**src/rtl/core/ir_manchester_frame_decoder_core_macros.svh**
```systemverilog
// ----------------------------------------------------------------------------
// IR Manchester frame decoder: assertion macros
// Concurrent checks for simulation; they expand to nothing in synthesis.
// ----------------------------------------------------------------------------
`ifndef IR_MANCHESTER_FRAME_DECODER_CORE_MACROS_SVH
`define IR_MANCHESTER_FRAME_DECODER_CORE_MACROS_SVH
`ifndef SYNTHESIS
`define IRMFD_ASSERT_IMPLY(label, clk, rst, ante, cons, msg) \
  label: assert property (@(posedge clk) disable iff (rst) (ante) |-> (cons)) \
    else $error(msg);
`define IRMFD_ASSERT_NEVER(label, clk, rst, expr, msg) \
  label: assert property (@(posedge clk) disable iff (rst) !(expr)) \
    else $error(msg);
`else
`define IRMFD_ASSERT_IMPLY(label, clk, rst, ante, cons, msg)
`define IRMFD_ASSERT_NEVER(label, clk, rst, expr, msg)
`endif
`endif

```
**src/rtl/core/irmfd_pkg.sv**
```systemverilog
// ----------------------------------------------------------------------------
// IR Manchester frame decoder package
// Field widths, register indices, reset values and shared control types.
// ----------------------------------------------------------------------------
package irmfd_pkg;

  localparam int DUR_W     = 16;
  localparam int UNIT_W    = 16;
  localparam int MARGIN_W  = 16;
  localparam int TICK_W    = 8;
  localparam int CFG_W     = 16;
  localparam int CFG_IDX_W = 2;

  // ticks*tick_us + margin_us fits in one bit over the product
  localparam int DIVD_W    = DUR_W + TICK_W + 1;
  localparam int DIV_CNT_W = $clog2(DIVD_W + 1);

  localparam logic [CFG_IDX_W-1:0] CFG_UNIT_US   = 2'd0;
  localparam logic [CFG_IDX_W-1:0] CFG_MARGIN_US = 2'd1;
  localparam logic [CFG_IDX_W-1:0] CFG_TICK_US   = 2'd2;

  localparam logic [UNIT_W-1:0]   UNIT_US_RST   = 16'd992;
  localparam logic [MARGIN_W-1:0] MARGIN_US_RST = 16'd150;
  localparam logic [TICK_W-1:0]   TICK_US_RST   = 8'd50;

  localparam int ENTRY_W = 4;
  localparam logic [ENTRY_W-1:0] MIN_ENTRIES = 4'd12;

  localparam logic [5:0] HDR_PATTERN = 6'b000111;

  typedef enum logic [1:0] {
    V_PENDING = 2'd0,
    V_OK      = 2'd1,
    V_FAIL    = 2'd2
  } verdict_t;

  typedef struct packed {
    logic clr;
    logic step;
    logic sym;
    logic pad;
  } sym_ctrl_t;

  typedef struct packed {
    logic pending;
    logic ok;
    logic pad_done;
  } sym_stat_t;

endpackage

```
**src/rtl/core/irmfd_div.sv**
```systemverilog
// ----------------------------------------------------------------------------
// IR Manchester frame decoder: bit-serial divider
// Restoring division, one quotient bit per cycle; a zero divisor acts as one.
// ----------------------------------------------------------------------------
module irmfd_div (
  input  logic                         clk,
  input  logic                         rst,
  input  logic                         start,
  input  logic [irmfd_pkg::DIVD_W-1:0] dividend,
  input  logic [irmfd_pkg::UNIT_W-1:0] divisor,
  output logic                         busy,
  output logic [irmfd_pkg::DIVD_W-1:0] quotient
);
  import irmfd_pkg::*;

  logic [UNIT_W-1:0]    rem;
  logic [UNIT_W-1:0]    rem_next;
  logic [DIVD_W-1:0]    dq;
  logic [DIVD_W-1:0]    dq_next;
  logic [DIV_CNT_W-1:0] count;
  logic [UNIT_W-1:0]    dsr;
  logic [UNIT_W:0]      rem_sh;
  logic [UNIT_W:0]      trial;

  always_comb begin
    dsr    = (divisor == '0) ? UNIT_W'(1) : divisor;
    rem_sh = {rem, dq[DIVD_W-1]};
    trial  = rem_sh - {1'b0, dsr};
    if (rem_sh >= {1'b0, dsr}) begin
      rem_next = trial[UNIT_W-1:0];
      dq_next  = {dq[DIVD_W-2:0], 1'b1};
    end else begin
      rem_next = rem_sh[UNIT_W-1:0];
      dq_next  = {dq[DIVD_W-2:0], 1'b0};
    end
  end

  always_ff @(posedge clk) begin
    if (rst) begin
      busy  <= 1'b0;
      count <= '0;
    end else if (start) begin
      busy  <= 1'b1;
      count <= DIV_CNT_W'(DIVD_W);
    end else if (busy) begin
      count <= count - 1'b1;
      if (count == DIV_CNT_W'(1)) begin
        busy <= 1'b0;
      end
    end
  end

  // dividend bits shift out of the top as quotient bits shift in
  always_ff @(posedge clk) begin
    if (start) begin
      rem <= '0;
      dq  <= dividend;
    end else if (busy) begin
      rem <= rem_next;
      dq  <= dq_next;
    end
  end

  assign quotient = dq;

endmodule

```
**src/rtl/core/irmfd_sym.sv**
```systemverilog
// ----------------------------------------------------------------------------
// IR Manchester frame decoder: symbol engine
// Takes one symbol per cycle on step, tracks both headers and shifts decoded pairs in.
// ----------------------------------------------------------------------------
module irmfd_sym #(
  parameter int FRAME_BITS  = 34,
  parameter int MAX_SYMBOLS = 256
) (
  input  logic                  clk,
  input  logic                  rst,
  input  irmfd_pkg::sym_ctrl_t  ctrl,
  output irmfd_pkg::sym_stat_t  stat,
  output logic [FRAME_BITS-1:0] frame_bits
);
  import irmfd_pkg::*;

  localparam int POS_W = $clog2(MAX_SYMBOLS + 6);
  localparam int PC_W  = $clog2(FRAME_BITS + 1);

  logic [5:0]            hist;
  logic [5:0]            hist_next;
  logic [5:0]            hist_shift;
  logic [POS_W-1:0]      pos;
  logic [POS_W-1:0]      pos_next;
  logic                  header_seen;
  logic                  header_seen_next;
  logic                  second_found;
  logic                  second_found_next;
  verdict_t              verdict;
  verdict_t              verdict_next;
  logic [FRAME_BITS-1:0] bits;
  logic [FRAME_BITS-1:0] bits_next;
  logic [PC_W-1:0]       pair_count;
  logic [PC_W-1:0]       pair_count_next;

  always_comb begin
    hist_next         = hist;
    pos_next          = pos;
    header_seen_next  = header_seen;
    second_found_next = second_found;
    verdict_next      = verdict;
    bits_next         = bits;
    pair_count_next   = pair_count;
    hist_shift        = {hist[4:0], ctrl.sym};
    if (ctrl.step && verdict == V_PENDING) begin
      if (second_found) begin
        // one symbol beyond the closing header
        verdict_next = V_OK;
      end else begin
        // pair starting six symbols back, read before the shift
        if (header_seen && pos >= POS_W'(12) && !pos[0] &&
            pair_count < PC_W'(FRAME_BITS)) begin
          bits_next       = FRAME_BITS'({bits, hist[5] & ~hist[4]});
          pair_count_next = pair_count + 1'b1;
        end
        hist_next = hist_shift;
        if (pos == POS_W'(5)) begin
          if (hist_shift == HDR_PATTERN) begin
            header_seen_next = 1'b1;
          end else begin
            verdict_next = V_FAIL;
          end
        end else if (pos >= POS_W'(11)) begin
          if (hist_shift == HDR_PATTERN && pos <= POS_W'(MAX_SYMBOLS + 4)) begin
            second_found_next = 1'b1;
          end else if (pos >= POS_W'(MAX_SYMBOLS + 4)) begin
            verdict_next = V_FAIL;
          end
        end
        pos_next = pos + 1'b1;
      end
    end else if (ctrl.pad && pair_count < PC_W'(FRAME_BITS)) begin
      // left-align a short frame
      bits_next       = FRAME_BITS'({bits, 1'b0});
      pair_count_next = pair_count + 1'b1;
    end
  end

  always_ff @(posedge clk) begin
    if (rst || ctrl.clr) begin
      hist         <= '0;
      pos          <= '0;
      header_seen  <= 1'b0;
      second_found <= 1'b0;
      verdict      <= V_PENDING;
      bits         <= '0;
      pair_count   <= '0;
    end else begin
      hist         <= hist_next;
      pos          <= pos_next;
      header_seen  <= header_seen_next;
      second_found <= second_found_next;
      verdict      <= verdict_next;
      bits         <= bits_next;
      pair_count   <= pair_count_next;
    end
  end

  assign stat.pending  = (verdict == V_PENDING);
  assign stat.ok       = (verdict == V_OK);
  assign stat.pad_done = (pair_count == PC_W'(FRAME_BITS));
  assign frame_bits    = bits;

endmodule

```
**src/rtl/core/ir_manchester_frame_decoder_core.sv**
```systemverilog
// ----------------------------------------------------------------------------
// IR Manchester frame decoder core
// Turns a captured mark/space sequence into a decoded air-conditioner frame.
// ----------------------------------------------------------------------------
// One entry is taken at a time. The leading gap entry and a trailing entry at
// an odd index add no symbols. Every other entry passes through the request,
// an operand load, the bit-serial divider converting ticks to half-bit units,
// the divider hand-over, a run of at most MAX_RUN symbols and the run exit;
// the symbol engine consumes one symbol per cycle and stops early once the
// frame is settled. The final entry then left-aligns the frame and loads the
// result register; the next entry is accepted while a result still waits to
// be taken, but its own result waits for that register.
`include "ir_manchester_frame_decoder_core_macros.svh"

module ir_manchester_frame_decoder_core #(
  parameter int FRAME_BITS  = 34,
  parameter int MAX_SYMBOLS = 256,
  parameter int MAX_RUN     = 255
) (
  input  logic                            clk,
  input  logic                            rst,
  input  logic                            cfg_we,
  input  logic [irmfd_pkg::CFG_IDX_W-1:0] cfg_index,
  input  logic [irmfd_pkg::CFG_W-1:0]     cfg_data,
  input  logic                            item_valid,
  output logic                            item_ready,
  input  logic [irmfd_pkg::DUR_W-1:0]     duration_ticks,
  input  logic                            first_entry,
  input  logic                            last_entry,
  output logic                            result_valid,
  input  logic                            result_ready,
  output logic                            decoded_ok,
  output logic [FRAME_BITS-1:0]           decoded_value
);
  import irmfd_pkg::*;

  localparam int RUN_W = $clog2(MAX_RUN + 1);

  typedef enum logic [5:0] {
    S_IDLE = 6'b000001,
    S_LOAD = 6'b000010,
    S_DIV  = 6'b000100,
    S_RUN  = 6'b001000,
    S_PAD  = 6'b010000,
    S_OUT  = 6'b100000
  } state_t;

  state_t                  state;
  logic [UNIT_W-1:0]       unit_us;
  logic [MARGIN_W-1:0]     margin_us;
  logic [TICK_W-1:0]       tick_us;
  logic [DUR_W-1:0]        ticks;
  logic                    last;
  logic                    sym;
  logic [ENTRY_W-1:0]      entry_index;
  logic                    entry_odd;
  logic [RUN_W-1:0]        run;
  logic                    accept;
  logic [ENTRY_W-1:0]      eidx_eff;
  logic                    odd_eff;
  logic                    process;
  logic [DUR_W+TICK_W-1:0] prod;
  logic [DIVD_W-1:0]       dividend;
  logic                    div_start;
  logic                    div_busy;
  logic [DIVD_W-1:0]       div_q;
  logic [RUN_W-1:0]        run_sat;
  logic                    res_load;
  logic                    frame_ok;
  sym_ctrl_t               sctrl;
  sym_stat_t               sstat;
  logic [FRAME_BITS-1:0]   frame_bits;

  // register file
  always_ff @(posedge clk) begin
    if (rst) begin
      unit_us   <= UNIT_US_RST;
      margin_us <= MARGIN_US_RST;
      tick_us   <= TICK_US_RST;
    end else if (cfg_we) begin
      case (cfg_index)
        CFG_UNIT_US:   unit_us   <= cfg_data[UNIT_W-1:0];
        CFG_MARGIN_US: margin_us <= cfg_data[MARGIN_W-1:0];
        CFG_TICK_US:   tick_us   <= cfg_data[TICK_W-1:0];
        default: ;
      endcase
    end
  end

  assign item_ready = (state == S_IDLE);
  assign accept     = item_valid && item_ready;

  // a first entry restarts the capture before the gap test
  assign eidx_eff = first_entry ? '0 : entry_index;
  assign odd_eff  = first_entry ? 1'b0 : entry_odd;
  assign process  = (eidx_eff != '0) && !(odd_eff && last_entry);

  assign prod      = ticks * tick_us;
  assign dividend  = {1'b0, prod} + DIVD_W'(margin_us);
  assign div_start = (state == S_LOAD);
  assign run_sat   = (div_q > DIVD_W'(MAX_RUN)) ? RUN_W'(MAX_RUN) : div_q[RUN_W-1:0];

  assign res_load = (state == S_OUT) && (!result_valid || result_ready);
  assign frame_ok = sstat.ok && (entry_index >= MIN_ENTRIES);

  always_comb begin
    sctrl.clr  = (accept && first_entry) || res_load;
    sctrl.step = (state == S_RUN) && (run != '0) && sstat.pending;
    sctrl.sym  = sym;
    sctrl.pad  = (state == S_PAD);
  end

  always_ff @(posedge clk) begin
    if (rst) begin
      state       <= S_IDLE;
      entry_index <= '0;
      entry_odd   <= 1'b0;
      run         <= '0;
    end else begin
      case (state)
        S_IDLE: begin
          if (accept) begin
            entry_index <= (eidx_eff < MIN_ENTRIES) ? eidx_eff + 1'b1 : eidx_eff;
            entry_odd   <= !odd_eff;
            if (process) begin
              state <= S_LOAD;
            end else if (last_entry) begin
              state <= S_PAD;
            end
          end
        end
        S_LOAD: begin
          state <= S_DIV;
        end
        S_DIV: begin
          if (!div_busy) begin
            run   <= run_sat;
            state <= S_RUN;
          end
        end
        S_RUN: begin
          if (run != '0 && sstat.pending) begin
            run <= run - 1'b1;
          end else begin
            run   <= '0;
            state <= last ? S_PAD : S_IDLE;
          end
        end
        S_PAD: begin
          if (sstat.pad_done) begin
            state <= S_OUT;
          end
        end
        S_OUT: begin
          if (res_load) begin
            entry_index <= '0;
            entry_odd   <= 1'b0;
            state       <= S_IDLE;
          end
        end
        default: state <= S_IDLE;
      endcase
    end
  end

  // request fields held for the whole conversion
  always_ff @(posedge clk) begin
    if (accept) begin
      ticks <= duration_ticks;
      last  <= last_entry;
      sym   <= !odd_eff;
    end
  end

  always_ff @(posedge clk) begin
    if (rst) begin
      result_valid <= 1'b0;
    end else if (res_load) begin
      result_valid <= 1'b1;
    end else if (result_ready) begin
      result_valid <= 1'b0;
    end
  end

  always_ff @(posedge clk) begin
    if (res_load) begin
      decoded_ok    <= frame_ok;
      decoded_value <= frame_ok ? frame_bits : '0;
    end
  end

  irmfd_div u_div (
    .clk      (clk),
    .rst      (rst),
    .start    (div_start),
    .dividend (dividend),
    .divisor  (unit_us),
    .busy     (div_busy),
    .quotient (div_q)
  );

  irmfd_sym #(
    .FRAME_BITS  (FRAME_BITS),
    .MAX_SYMBOLS (MAX_SYMBOLS)
  ) u_sym (
    .clk        (clk),
    .rst        (rst),
    .ctrl       (sctrl),
    .stat       (sstat),
    .frame_bits (frame_bits)
  );

  `IRMFD_ASSERT_IMPLY(a_div_busy_in_div, clk, rst, div_busy, state == S_DIV, "divider busy outside divide state")
  `IRMFD_ASSERT_NEVER(a_entry_sat, clk, rst, entry_index > MIN_ENTRIES, "entry count beyond saturation")
  `IRMFD_ASSERT_IMPLY(a_fail_zero, clk, rst, result_valid && !decoded_ok, decoded_value == '0, "failed frame carries data")

endmodule

```
**config.mk**
```make
export PLATFORM = sky130hd
export DESIGN_NAME = ir_manchester_frame_decoder_core
export DESIGN_NICKNAME = d
export VERILOG_FILES = /design/src/rtl/core/irmfd_pkg.sv /design/src/rtl/core/irmfd_div.sv /design/src/rtl/core/irmfd_sym.sv /design/src/rtl/core/ir_manchester_frame_decoder_core.sv
export VERILOG_INCLUDE_DIRS = /design/src /design/src/rtl/core
export SDC_FILE = /design/constraint.sdc
export NUM_CORES = 1
export LEC_CHECK = 0
export BUFFER_PORTS_ARGS = -buffer_cell sky130_fd_sc_hd__clkbuf_2
export CAP_MARGIN = 30
export CORE_UTILIZATION = 62
export DETAILED_ROUTE_END_ITERATION = 10
export GPL_ROUTABILITY_DRIVEN = 0
export PLACE_DENSITY_LB_ADDON = 0.1
export SETUP_SLACK_MARGIN = 0.2
export SLEW_MARGIN = 15
export SYNTH_ARGS = -nofsm -noshare
export SYNTH_HDL_FRONTEND = slang
export SYNTH_HIERARCHICAL = 1
export SYNTH_SLANG_ARGS = --single-unit
```
**constraint.sdc**
```tcl
create_clock -name clk -period 7 [get_ports clk]
set_input_delay 2.1 -clock clk [delete_from_list [all_inputs] [get_ports clk]]
set_output_delay 2.1 -clock clk [all_outputs]
set_load 0.02 [all_outputs]
```
==> results.txt <==
Req. time, crit path - 7.29 ns
# nets final - 1818
Clock Pin Slew Worst Setup and Hold Paths - 0.06 ns
Die width - 157.4 um
Post-synth EDFFs - 78
Worst r2r dst - u_div/quotient[18]$_DFFE_PP_
Max frequency - 0.1837 GHz
Initial core utilization - 0.6341
Diode count - 0
Leakage - 6.808 nW
Min Tclk post-route - 5.445 ns
Hold crit path type - flip-flop to flip-flop
Worst hold stages - 2
1st-iter DRT viols - 828
Syn avg cell area - 9.435 um2
Antenna Nets Post-Route - 0
Post-CTS Setup Inserts - 0
Final WS setup - 1.555 ns
Vias per Instance - 5.770
Vias - 11.19k
DR pass1 iterations - 5
Mapped Nets - 1804
Routed WL - 33.02 mm
Layout cell share with drive strength beyond 1 - 0.1154
Reg2reg start - tick_us[1]$_SDFFE_PP1P_
Syn. warnings - 6
Area contributors post-synth - dfxtp_1, edfxtp_1, fa_1
Outcome - completed
Clk_lat worst skew - 0.54 ns
Die H - 157.4 um
Mapped Cells - 1587
Core area - 0.02361 mm2
Ys async rst share - 0
Max-cap check violation count - 0
Total number of H-tree levels - 1
Pwr Density - 390.1 mW/mm2
Antenna violations before repair - 0
Tot GR Track Use - 0.2799
Clk_skew - 0.01550 ns
Pre-CTS WS - 1.623 ns
Crit-path max FO - 17
Fill cells - 1915
Yosys top cell area share - 0.1885
Final Total Pwr - 6.304 mW
Final Cycle Share - 0.7778
Most frequent cell on the critical path - fa_1
Drt wl/cell - 17.03 um
Yosys cell types - 94
Io pins - 78
Port Buffers - 77
Number of global-route vias before repair - 10.89k
Critical path's top delay family - adder cells
CTS Buf Count - 25
CP Class - flip-flop to flip-flop
GRT overflow - 0
Setup_tns - 0 ns
Seq/Total Area, Yosys - 0.3449
Yosys reg bits - 219
Layout area overhead - 7.930%
CP Data Arrival Time - 5.73 ns
First-pass GRT wire length - 55.12 mm
Crit end category - flip-flop
Root Driver - clkbuf_16
CTS max path bufs - 3
Pins Over Slew Limit - 0
Synthesized area - 0.01497 mm2
CTS Hold Bufs - 0
Yosys top cell by area - dfxtp_1
Reg2reg path depth - 16
Worst path cell trace - nand2_1, fa_1, inv_1, fa_1, inv_1, fa_1, fa_1, inv_1, ha_1, o21ai_0, a32oi_1, a2111o_1, a31o_2, a21oi_1, xnor2_1, mux2_2
Worst VDD drop - 0.2798 mV
Placed cells - 1891
Area occupied by registers - 0.005165 mm2
Post-synth top flop - dfxtp_1
Die area - 0.02478 mm2
Largest net degree at the start of global routing - 71
Startpoint Class - flip-flop
Most frequent cells in the layout - inv_1, nand2_1, dfxtp_1
Post-route DRC violation count - 0
Flop-to-flop setup slack - 1.56 ns
Slew HR - 0.3813
CTS tree - done
Fin cells - 1939
Measured slew at the worst slew-check pin - 0.9241 ns
Area taken by multi-input logic gates - 0.008527 mm2
Worst Hold Launch - margin_us[6]$_SDFFE_PP0P_
Final number of hold-violating endpoints - 0
Post-CTS Resized - 0
Hold Path End - margin_us[6]$_SDFFE_PP0P_
CP Buf/Inv Count - 3
RSZ-0062 raised after global routing - no
FP Rows - 56
Count of final setup violators - 0
Max stage delay on crit path - 0.73 ns
Post-DP HPWL - 24.19 mm
# clock sinks - 219
CP max stage cell - dfxtp_1
==> registers in the layout (all words and copies together) (netlist names), 8 cells and up <==
register and count:
tick_us 8, u_sym/pos 9, u_div/quotient 25, run 8, margin_us 16, u_div/rem 16, unit_us 16, ticks 16
decoded_value 34, u_sym/frame_bits 34
==> per-stage QoR <==
stage | hold WS, ns | cell area (um2) | utilization
after floorplan | 0.4301 | 14970 | -
after global placement | 0.4423 | 15250 | 0.6458
after CTS | 0.4561 | 16130 | 0.6832
final | 0.4571 | 16160 | 0.6844
after global routing | 0.4748 | 16160 | 0.6844
after detailed placement | 0.4458 | 15310 | 0.6483
==> cell families (layout without fill, tap and decap cells) <==
kind of cell,Yosys count,count (layout),share of synthesized area
flops,219,219,0.3449
simple gates,528,528,0.1814
buf+inv,297,330,0.08741
fa+ha+maj,176,176,0.1977
xor+xnor,38,38,0.02223
compound gates,261,261,0.1187
mux,68,68,0.04763
==> synthesized netlist by cell type (all sizes together) (42+ instances only) <==
master  count
a21oi      89
buf        50
o21ai      45
inv       194
edfxtp     78
dfxtp     141
fa        101
clkbuf     51
mux2i      42
nand2     194
ha         75
nor2       67
and2      117
==> where the power goes <==
part | total [mW] | leakage (nW) | switching, mW | internal (mW)
logic | 3.43 | 4.61 | 2.04 | 1.39
registers | 1.57 | 1.79 | 0.136 | 1.43
clock network | 1.31 | 0.412 | 0.546 | 0.760
total | 6.30 | 6.81 | 2.72 | 3.58
==> per-layer routing <==
metal  part of all wire  track usage  wire (um)  vias to the layer above
met3              0.059      0.04708       1956                       58
met2               0.46       0.4446      15310                      287
met1               0.45       0.3952      14950                     5478
met5                  0            0          0                        -
li1                   -            -          -                     5365
met4              0.024      0.07490        800                        0
==> cell type report <==
| type | count | area share |
|---|---|---|
| well taps | 319 | 0.02470 |
| flip-flops and latches | 219 | 0.3196 |
| repair buffers | 88 | 0.03143 |
| inverters | 196 | 0.04552 |
| clock buffers | 37 | 0.04723 |
| clock inverters | 9 | 0.003871 |
| multi-input cells | 1071 | 0.5276 |
==> tightest hold or removal path: cells and delay by family (launching register included) <==
kind	cells	cell delay, ns
AOI/OAI and AO/OA	1	0.05
DFF	1	0.31
and+or+nand+nor	1	0.05
==> worst max path at each step <==
stage	cells after the start	startpoint	end	slack, ns
after global routing	16	tick_us[1]$_SDFFE_PP1P_	u_div/quotient[18]$_DFFE_PP_	1.24
after floorplan	18	tick_us[1]$_SDFFE_PP1P_	u_div/quotient[18]$_DFFE_PP_	1.90
final	16	tick_us[1]$_SDFFE_PP1P_	u_div/quotient[18]$_DFFE_PP_	1.56
after global placement	16	tick_us[1]$_SDFFE_PP1P_	u_div/quotient[18]$_DFFE_PP_	1.77
after CTS	16	tick_us[1]$_SDFFE_PP1P_	u_div/quotient[18]$_DFFE_PP_	1.59
after detailed placement	16	tick_us[1]$_SDFFE_PP1P_	u_div/quotient[18]$_DFFE_PP_	1.62
Power figures use the tool's default switching activity.
